### config.mk
export PLATFORM = sky130hd
export DESIGN_NAME = control_pilot_pwm_decoder_flat
export DESIGN_NICKNAME = d
export VERILOG_FILES = /design/src/design/cpd_pkg.sv /design/src/design/cpd_req_if.sv /design/src/design/cpd_rsp_if.sv /design/src/design/cpd_front.sv /design/src/design/cpd_div_cell.sv /design/src/design/control_pilot_pwm_decoder.sv /design/src/flat_wrapper.sv
export SDC_FILE = /design/constraint.sdc
export NUM_CORES = 2
export LEC_CHECK = 0
export BUFFER_PORTS_ARGS = -buffer_cell sky130_fd_sc_hd__clkbuf_2
export CAP_MARGIN = 5
export CORE_MARGIN = 2
export CORE_UTILIZATION = 30
export CTS_CLUSTER_DIAMETER = 120
export DETAILED_ROUTE_END_ITERATION = 8
export GPL_ROUTABILITY_DRIVEN = 0
export HOLD_SLACK_MARGIN = 0.03
export MAX_ROUTING_LAYER = met4
export PLACE_DENSITY = 0.4
export SLEW_MARGIN = 20
export SYNTH_ARGS = -nofsm -noshare
export SYNTH_HDL_FRONTEND = slang
export SYNTH_HIERARCHICAL = 1
export SYNTH_SLANG_ARGS = --single-unit
### constraint.sdc
create_clock -name clock -period 60.5 [get_ports clock]
set_input_delay 3.025 -clock clock [delete_from_list [all_inputs] [get_ports clock]]
set_output_delay 3.025 -clock clock [all_outputs]
set_load 0.02 [all_outputs]
### src/design/cpd_pkg.sv
`default_nettype none

package cpd_pkg;

   localparam int TicksWidth   = 32;
   localparam int ClockWidth   = 32;
   localparam int CaptureWidth = 32;
   localparam int AmpsWidth    = 7;

   // Capture bits at and above CaptureWidth are ignored
   localparam logic [TicksWidth-1:0] CaptureMask =
      TicksWidth'((65'd1 << CaptureWidth) - 65'd1);

   localparam logic [ClockWidth-1:0] ClockReset = 32'd1000000;

   localparam logic [9:0] FreqLowHz  = 10'd995;
   localparam logic [9:0] FreqHighHz = 10'd1005;
   localparam logic [6:0] PctScale   = 7'd100;
   localparam logic [6:0] DutyMinPct = 7'd3;
   localparam logic [6:0] DutyMaxPct = 7'd97;
   localparam logic [6:0] DutyKneePct = 7'd85;
   localparam logic [5:0] LowGain    = 6'd60;
   localparam logic [7:0] HighGain   = 8'd250;
   localparam logic [7:0] HighOffset = 8'd160;

   // 1005*P needs 42 bits, 100*W needs 39, 250*W needs 40
   localparam int FreqWidth = TicksWidth + 10;
   localparam int PctWidth  = TicksWidth + 7;
   localparam int RemWidth  = TicksWidth + 8;

   // One quotient bit per divider cell; amps never exceeds 82
   localparam int DivSteps = AmpsWidth;

   typedef struct packed {
      logic                  bad;
      logic [RemWidth-1:0]   rem;
      logic [TicksWidth-1:0] divisor;
      logic [AmpsWidth-1:0]  quot;
   } div_type;

endpackage

`default_nettype wire

### src/design/cpd_req_if.sv
`default_nettype none

interface cpd_req_if;
   logic                           valid;
   logic                           ready;
   logic [cpd_pkg::TicksWidth-1:0] period_ticks;
   logic [cpd_pkg::TicksWidth-1:0] pulse_ticks;

   modport source (output valid, output period_ticks, output pulse_ticks, input ready);
   modport sink (input valid, input period_ticks, input pulse_ticks, output ready);
endinterface

`default_nettype wire

### src/design/cpd_rsp_if.sv
`default_nettype none

interface cpd_rsp_if;
   logic                          valid;
   logic                          ready;
   logic                          status;
   logic [cpd_pkg::AmpsWidth-1:0] amps;

   modport source (output valid, output status, output amps, input ready);
   modport sink (input valid, input status, input amps, output ready);
endinterface

`default_nettype wire

### src/design/cpd_front.sv
`default_nettype none

module cpd_front (
   input  wire logic                            clock,
   input  wire logic                            reset,
   input  wire logic                            in_valid,
   output logic                                 in_ready,
   input  wire logic [cpd_pkg::TicksWidth-1:0]  period_ticks,
   input  wire logic [cpd_pkg::TicksWidth-1:0]  pulse_ticks,
   input  wire logic [cpd_pkg::ClockWidth-1:0]  clock_hz,
   output logic                                 out_valid,
   input  wire logic                            out_ready,
   output cpd_pkg::div_type                     out_data
);

   typedef struct packed {
      logic                                zero;
      logic [cpd_pkg::FreqWidth-1:0]       freq_lo;
      logic [cpd_pkg::FreqWidth-1:0]       freq_hi;
      logic [cpd_pkg::PctWidth-1:0]        pulse_pct;
      logic [cpd_pkg::PctWidth-1:0]        duty_min;
      logic [cpd_pkg::PctWidth-1:0]        duty_max;
      logic [cpd_pkg::PctWidth-1:0]        duty_knee;
      logic [cpd_pkg::TicksWidth-1:0]      period;
      logic [cpd_pkg::TicksWidth-1:0]      pulse;
   } prod_type;

   logic             a_valid_ff;
   prod_type         a_ff;
   prod_type         a_in;
   logic             a_advance;
   logic             b_valid_ff;
   cpd_pkg::div_type b_ff;
   cpd_pkg::div_type b_in;
   logic             b_advance;

   logic [cpd_pkg::TicksWidth-1:0] p;
   logic [cpd_pkg::TicksWidth-1:0] w;
   logic [cpd_pkg::FreqWidth-1:0]  clock_wide;
   logic                           freq_bad;
   logic                           duty_bad;
   logic                           below_knee;
   logic [cpd_pkg::RemWidth-1:0]   num_low;
   logic [cpd_pkg::RemWidth-1:0]   num_high;

   assign b_advance = !b_valid_ff || out_ready;
   assign a_advance = !a_valid_ff || b_advance;
   assign in_ready  = a_advance;

   // stage A: constant products
   always_comb begin
      p = period_ticks & cpd_pkg::CaptureMask;
      w = pulse_ticks & cpd_pkg::CaptureMask;
      a_in.zero      = (p == '0);
      a_in.freq_lo   = cpd_pkg::FreqWidth'(p) * cpd_pkg::FreqWidth'(cpd_pkg::FreqLowHz);
      a_in.freq_hi   = cpd_pkg::FreqWidth'(p) * cpd_pkg::FreqWidth'(cpd_pkg::FreqHighHz);
      a_in.pulse_pct = cpd_pkg::PctWidth'(w) * cpd_pkg::PctWidth'(cpd_pkg::PctScale);
      a_in.duty_min  = cpd_pkg::PctWidth'(p) * cpd_pkg::PctWidth'(cpd_pkg::DutyMinPct);
      a_in.duty_max  = cpd_pkg::PctWidth'(p) * cpd_pkg::PctWidth'(cpd_pkg::DutyMaxPct);
      a_in.duty_knee = cpd_pkg::PctWidth'(p) * cpd_pkg::PctWidth'(cpd_pkg::DutyKneePct);
      a_in.period    = p;
      a_in.pulse     = w;
   end

   // stage B: window checks and divider numerator
   always_comb begin
      clock_wide = cpd_pkg::FreqWidth'(clock_hz);
      freq_bad   = (clock_wide < a_ff.freq_lo) || (clock_wide > a_ff.freq_hi);
      duty_bad   = (a_ff.pulse_pct < a_ff.duty_min) || (a_ff.pulse_pct > a_ff.duty_max);
      below_knee = (a_ff.pulse_pct <= a_ff.duty_knee);
      num_low    = cpd_pkg::RemWidth'(a_ff.pulse) * cpd_pkg::RemWidth'(cpd_pkg::LowGain);
      // above the knee 250*W exceeds 160*P; never wraps when selected
      num_high   = cpd_pkg::RemWidth'(a_ff.pulse) * cpd_pkg::RemWidth'(cpd_pkg::HighGain)
                 - cpd_pkg::RemWidth'(a_ff.period) * cpd_pkg::RemWidth'(cpd_pkg::HighOffset);
      b_in.bad     = a_ff.zero || freq_bad || duty_bad;
      b_in.rem     = below_knee ? num_low : num_high;
      b_in.divisor = a_ff.period;
      b_in.quot    = '0;
   end

   always_ff @(posedge clock) begin
      if (reset) begin
         a_valid_ff <= 1'b0;
         b_valid_ff <= 1'b0;
      end else begin
         if (a_advance) begin
            a_valid_ff <= in_valid;
         end
         if (b_advance) begin
            b_valid_ff <= a_valid_ff;
         end
      end
   end

   always_ff @(posedge clock) begin
      if (a_advance) begin
         a_ff <= a_in;
      end
      if (b_advance) begin
         b_ff <= b_in;
      end
   end

   assign out_valid = b_valid_ff;
   assign out_data  = b_ff;

endmodule

`default_nettype wire

### src/design/cpd_div_cell.sv
`default_nettype none

module cpd_div_cell (
   input  wire logic              clock,
   input  wire logic              reset,
   input  wire logic              in_valid,
   output logic                   in_ready,
   input  wire cpd_pkg::div_type  in_data,
   output logic                   out_valid,
   input  wire logic              out_ready,
   output cpd_pkg::div_type       out_data
);

   logic                         valid_ff;
   cpd_pkg::div_type             data_ff;
   cpd_pkg::div_type             data_in;
   logic                         advance;
   logic [cpd_pkg::RemWidth-1:0] trial;
   logic [cpd_pkg::RemWidth-1:0] rem_sub;
   logic                         fits;

   assign advance  = !valid_ff || out_ready;
   assign in_ready = advance;

   // Compare against the divisor at the top quotient weight, then shift the
   // remainder up so every cell uses the same weight.
   always_comb begin
      trial   = {2'b00, in_data.divisor, 6'b000000};
      fits    = (in_data.rem >= trial);
      rem_sub = fits ? (in_data.rem - trial) : in_data.rem;
      data_in.bad     = in_data.bad;
      data_in.rem     = {rem_sub[cpd_pkg::RemWidth-2:0], 1'b0};
      data_in.divisor = in_data.divisor;
      data_in.quot    = {in_data.quot[cpd_pkg::AmpsWidth-2:0], fits};
   end

   always_ff @(posedge clock) begin
      if (reset) begin
         valid_ff <= 1'b0;
      end else if (advance) begin
         valid_ff <= in_valid;
      end
   end

   always_ff @(posedge clock) begin
      if (advance) begin
         data_ff <= data_in;
      end
   end

   assign out_valid = valid_ff;
   assign out_data  = data_ff;

endmodule

`default_nettype wire

### src/design/control_pilot_pwm_decoder.sv
// Control pilot PWM decoder.
// req channel: one transaction carries a captured pilot period and high-pulse
//   width, both in capture timer ticks.
// rsp channel: one transaction per request, in order: status (0 = PWM valid,
//   1 = no signal, frequency outside 995..1005 Hz or duty outside 3..97 %)
//   and the advertised current in amperes (0 on error).
// csr port: csr_write_enable/csr_write_data load the capture timer rate in Hz.
//   Write it only while no transaction is in flight.
// Pipeline: two check stages, then seven divider cells, one quotient bit per
//   cell.
// Throughput: one transaction per cycle while rsp.ready is high; each stage
//   holds one transaction and advances when the next stage is empty or moving.
// Stall: a stalled response holds in the last cell; earlier stages keep
//   filling, and req.ready drops only once every stage is occupied.
// Reset: all stages empty, timer rate back to 1000000 Hz.
`default_nettype none

module control_pilot_pwm_decoder (
   input  wire logic                            clock,
   input  wire logic                            reset,
   cpd_req_if.sink                              req,
   cpd_rsp_if.source                            rsp,
   input  wire logic                            csr_write_enable,
   input  wire logic [cpd_pkg::ClockWidth-1:0]  csr_write_data
);

   logic [cpd_pkg::ClockWidth-1:0] clock_hz_ff;
   logic [cpd_pkg::DivSteps:0]     stage_valid;
   logic [cpd_pkg::DivSteps:0]     stage_ready;
   cpd_pkg::div_type               stage_data [cpd_pkg::DivSteps+1];

   always_ff @(posedge clock) begin
      if (reset) begin
         clock_hz_ff <= cpd_pkg::ClockReset;
      end else if (csr_write_enable) begin
         clock_hz_ff <= csr_write_data;
      end
   end

   cpd_front u_front (
      .clock        (clock),
      .reset        (reset),
      .in_valid     (req.valid),
      .in_ready     (req.ready),
      .period_ticks (req.period_ticks),
      .pulse_ticks  (req.pulse_ticks),
      .clock_hz     (clock_hz_ff),
      .out_valid    (stage_valid[0]),
      .out_ready    (stage_ready[0]),
      .out_data     (stage_data[0])
   );

   for (genvar i = 0; i < cpd_pkg::DivSteps; i++) begin : g_cell
      cpd_div_cell u_cell (
         .clock     (clock),
         .reset     (reset),
         .in_valid  (stage_valid[i]),
         .in_ready  (stage_ready[i]),
         .in_data   (stage_data[i]),
         .out_valid (stage_valid[i+1]),
         .out_ready (stage_ready[i+1]),
         .out_data  (stage_data[i+1])
      );
   end

   assign stage_ready[cpd_pkg::DivSteps] = rsp.ready;
   assign rsp.valid  = stage_valid[cpd_pkg::DivSteps];
   assign rsp.status = stage_data[cpd_pkg::DivSteps].bad;
   assign rsp.amps   = stage_data[cpd_pkg::DivSteps].bad ? '0
                                                         : stage_data[cpd_pkg::DivSteps].quot;

endmodule

`default_nettype wire
### src/flat_wrapper.sv
// flat-port wrapper written by rule: the top's interface ports become plain ports
module control_pilot_pwm_decoder_flat 
  (clock, reset, csr_write_enable, csr_write_data, req_valid, req_period_ticks, req_pulse_ticks, req_ready, rsp_valid, rsp_status, rsp_amps, rsp_ready);
  cpd_req_if req_i ();
  cpd_rsp_if rsp_i ();
  input  wire logic clock;
  input  wire logic reset;
  input  wire logic csr_write_enable;
  input  wire logic [cpd_pkg::ClockWidth-1:0] csr_write_data;
  input wire logic [$bits(req_i.valid)-1:0] req_valid;
  input wire logic [$bits(req_i.period_ticks)-1:0] req_period_ticks;
  input wire logic [$bits(req_i.pulse_ticks)-1:0] req_pulse_ticks;
  output wire logic [$bits(req_i.ready)-1:0] req_ready;
  output wire logic [$bits(rsp_i.valid)-1:0] rsp_valid;
  output wire logic [$bits(rsp_i.status)-1:0] rsp_status;
  output wire logic [$bits(rsp_i.amps)-1:0] rsp_amps;
  input wire logic [$bits(rsp_i.ready)-1:0] rsp_ready;
  assign req_i.valid = req_valid;
  assign req_i.period_ticks = req_period_ticks;
  assign req_i.pulse_ticks = req_pulse_ticks;
  assign req_ready = req_i.ready;
  assign rsp_valid = rsp_i.valid;
  assign rsp_status = rsp_i.status;
  assign rsp_amps = rsp_i.amps;
  assign rsp_i.ready = rsp_ready;
  control_pilot_pwm_decoder u_core (.clock(clock), .reset(reset), .req(req_i), .rsp(rsp_i), .csr_write_enable(csr_write_enable), .csr_write_data(csr_write_data));
endmodule
# After elaboration in Yosys (flattened, before gate mapping)
# Index checks and enable logic that the tools add are counted.
[word_totals]
ff_bits = 873
out_inout_bits = 10
wordCells = 113
[classes]
addsub = 7
mul = 9
magnitude_cmp = 12
n_mux = 8
reduce_logical = 23
[op_table]
columns = ["cell", "count"]
rows = [
  ["$ge A40 B38 Y1", 7],
  ["$mux W39", 6],
  ["$sub A39 B38 Y39", 6],
  ["$mul A32 B7 Y39 const B", 3],
  ["$mul A32 B10 Y42 const B", 2],
  ["$gt A32 B42 Y1", 1],
  ["$lt A32 B42 Y1", 1],
  ["$sub A40 B40 Y40", 1],
  ["$gt A39 B39 Y1", 1],
  ["$le A39 B39 Y1", 1],
  ["$lt A39 B34 Y1", 1],
  ["$mux W38", 1],
  ["$mul A32 B5 Y37 const B", 1],
  ["$mul A32 B4 Y36 const B", 1],
  ["$mul A32 B3 Y35 const B", 1],
  ["$mul A32 B2 Y34 const B", 1],
  ["$logic_not A32 Y1", 1],
  ["$logic_or A1 B1 Y1", 13],
  ["$logic_not A1 Y1", 9],
  ["$mux W7", 1],
]

# Logic depth before layout (Yosys ltp)
[depth]
ltp_word = 10
mapped_depth = 29

# By module
# The synthesis kept the hierarchy.
[by_module_without_submodules]
columns = ["mod", "n_inst", "cells_per_inst", "area_each_um2", "seq_area_each_um2"]
rows = [
  ["cpd_front", 1, 4967, 49730.2, 10640.2],
  ["cpd_div_cell (u_core.g_cell[0].u_cell ...)", 5, 428, 4715.8, 2392.3],
  ["cpd_div_cell (u_core.g_cell[3].u_cell ...)", 2, 432, 4807.1, 2392.3],
  ["control_pilot_pwm_decoder", 1, 110, 1213.7, 640.6],
]

# Least setup slack after synthesis
# No wires, ideal clock.
[synth_timing]
kind = "input-to-output"
start = "in rsp_ready"
end = "out req_ready"
t_arrival_ns = 24.120
slack_ns = 33.355
path_stages = 9
path_buffers = 0
cell_sequence = "nand2b_1 > nand2b_1 > nand2b_1 > nand2b_1 > nand2b_1 > nand2b_1 > nand2b_1 > nor2b_1 > nand2_1"
[synth_via]
elab_chain_cells = 9
[synth_rtl]
columns = ["item", "line", "text"]
rows = [
  ["start, declared", "flat_wrapper.sv:17", "input wire logic [$bits(rsp_i.ready)-1:0] rsp_ready;"],
  ["$logic_or A1 B1 Y1 (2 in series)", "cpd_div_cell.sv:22", "assign advance = !valid_ff || out_ready;"],
  ["via u_core.stage_ready (one bit)", "control_pilot_pwm_decoder.sv:29", "logic [cpd_pkg::DivSteps:0] stage_ready;"],
  ["$logic_or A1 B1 Y1", "cpd_div_cell.sv:22", ""],
  ["via u_core.stage_ready (one bit)", "control_pilot_pwm_decoder.sv:29", ""],
  ["$logic_or A1 B1 Y1", "cpd_div_cell.sv:22", ""],
  ["via u_core.stage_ready (one bit)", "control_pilot_pwm_decoder.sv:29", ""],
  ["$logic_or A1 B1 Y1", "cpd_div_cell.sv:22", ""],
  ["via u_core.stage_ready (one bit)", "control_pilot_pwm_decoder.sv:29", ""],
  ["$logic_or A1 B1 Y1", "cpd_div_cell.sv:22", ""],
  ["via u_core.stage_ready (one bit)", "control_pilot_pwm_decoder.sv:29", ""],
  ["$logic_or A1 B1 Y1", "cpd_div_cell.sv:22", ""],
  ["via u_core.stage_ready (one bit)", "control_pilot_pwm_decoder.sv:29", ""],
  ["$logic_or A1 B1 Y1", "cpd_front.sv:46", "assign b_advance = !b_valid_ff || out_ready;"],
  ["$logic_or A1 B1 Y1", "cpd_front.sv:47", "assign a_advance = !a_valid_ff || b_advance;"],
  ["end, declared", "flat_wrapper.sv:13", "output wire logic [$bits(req_i.ready)-1:0] req_ready;"],
]
# The timed path passes the listed nets, and every way through them passes these cells.

==> impl_results.md <==
* Routed Antenna Nets at 0
* Worst-Skew Late Latency at 770 ps
* Initial antenna violation count at 5
* Finished Layout Cells at 11523
* DRT Pass-1 Iters at 5
* Final Critical Period at ~9000 ps
* Largest net degree at the start of global routing at approximately 150
* Fin crit share at 15.2%
* Area grow syn2layout at 10.2%
* Pwr/cell area at slightly below 60 nW/um^2
* Inst Count DP at 11324
* Status: complete, no violations
* Most frequent cells in the layout: inv_1, ha_1, edfxtp_1
* Crit Path Max Fanout at 14
* Leak pwr at 41.1 nW
* Worst EP arrival at 9690 ps
* Avg Cell Area, Syn at 10.3 um^2
* Vias in the first global route at 56666
* Fillers at between 20000 and 30000
* Share of layout cells above drive strength 1 at 6.89%
* Placeable core region at between 200000 and 300000 um^2
* Setup crit end kind: flop
* Grt ovf at 0
* Wire length on met2 at 99000 um
* Final slew viol count at 0
* Commonest non-fill, non-tap cell in the layout: inv_1
* Slew HR at 22.7%
* CTS tree: done
* CTS Sinks at 855
* Total Routing Usage GR at between 15 and 20%
* Postcts setup bufs at 0
* Final Power at 0.00524 W
* Max Cap Viol at 0
* Global-route wire length before repair at between 300000 and 400000 um
* CTS-repair resized insts at 0
* Clock skew at 48.8 ps
* Worst Setup Slack, final at 51310 ps
* Via count at 54713
* Routed WL per cell at 18.9 um
* DIE AREA at ~270000 um^2
* Final setup viols at 0
* Max Freq at 109 MHz
* Nets at 9646
* Initial core utilization at 30.2%
* Clk slew on worst S/H paths at 60 ps
* Final core utilization at 33.3%
* Worst Setup Path Type: input pin to flop
* Total nets after synthesis at around 9500
* Wire length on met3 at 6250 um
* Final HPWL DP at around 180000 um
* DR vias/cell at 4.75
* Die height at 520 um
* Least-Margin Pin Slew at 1150 ps
* Port Buf Inserts at 110
* Dpl ws at slightly above 50000 ps
* Routed wire length at 218000 um
* H-tree levels at 3
* YS warnings at 6
* Crit path launch type: input pin
* Min-Delay Path Class: flop to flop
* Setup TNS at 0 ps
* M1 WL at roughly 110000 um
* DR top layer: met4
* I/O pins at 111
* CTS Buf Count at 106
* Clock tree buffer depth at 3
* Clock root buffer: clkbuf_16
* Critical path required time at 61000 ps
* Starting DRT DRC Count at 2738
* Synth Instances at around 7800
* Row count at 189
* Max VDD drop at 43.5 uV
* Die W at roughly 520 um
* RSZ-0062 raised after global routing: no
* DRC Markers at 0
* Post-Syn Area at ~80000 um^2
* CTS Hold Bufs at 0
* Hold Vio Cnt, Final at 0
[layout make-up]
cell class | instances | area, um^2 | area share (%)
multi-input cells | 5314 | 48500 | 55.0
flip-flops and latches | 855 | 25300 | 28.7
inverters | 1464 | 5500 | 6.24
well taps | 3533 | 4420 | 5.01
clock buffers | 118 | 2700 | 3.06
repair buffers | 158 | 923 | 1.05
clock inverters | 77 | 896 | 1.02
diodes | 4 | 10.0 | 0.0114
[per-stage QoR]
step           area [um^2]  hold slack (ps)
6_report             88200              415
5_1_grt              88200              425
4_1_cts              88200              418
3_5_place_dp         84600              406
3_3_place_gp         84600              403
2_1_floorplan        80000              400
[final timing paths]
kind | start | end | slack, ps | depth (start not counted)
worst max-delay path | req_period_ticks[9] | u_core/u_front/a_ff[259] | 51310 | 21
worst min-delay path | u_core/g_cell[5].u_cell/out_data[1] | u_core/g_cell[6].u_cell/out_data[2] | 410 | 0
worst max register to register | u_core/u_front/a_ff[2] | u_core/u_front/out_data[78] | 52100 | 24
worst min register to register | u_core/g_cell[5].u_cell/out_data[1] | u_core/g_cell[6].u_cell/out_data[2] | 410 | 0
[routing by layer]
layer,global-route usage (%),up-vias
met5,-,-
met4,3.43,0
met3,1.82,191
met1,23.0,26630
li1,-,27130
met2,26.3,762
[critical path: stages]
cell,delay (ps)
clkbuf_2,490
inv_1,320
ha_1,540
inv_1,140
fa_1,540
inv_1,50
fa_1,380
fa_1,570
fa_1,440
ha_1,390
a21o_1,210
a21o_1,170
a21o_1,180
a21oi_1,210
o21bai_1,140
o31a_1,330
a311o_2,510
a211oi_4,410
nor2_2,90
a311o_1,370
xor2_1,140
[sequential cells by signal, summed over array words and instances (netlist names)]
signal,flops
u_core/g_cell.u_cell/out_data,461
u_core/u_front/a_ff,281
u_core/u_front/out_valid,1
u_core/u_front/a_valid_ff,1
u_core/clock_hz_ff,32
u_core/u_front/out_data,72
u_core/g_cell.u_cell/out_valid,7
[report_power, final]
| part | internal (W) | switching (W) |
|---|---|---|
| clock | 0.000390 | 0.000275 |
| sequential | 0.000987 | 0.000119 |
| combinational | 0.00146 | 0.00200 |
| total | 0.00284 | 0.00239 |
(Power assumes the default switching activity.)
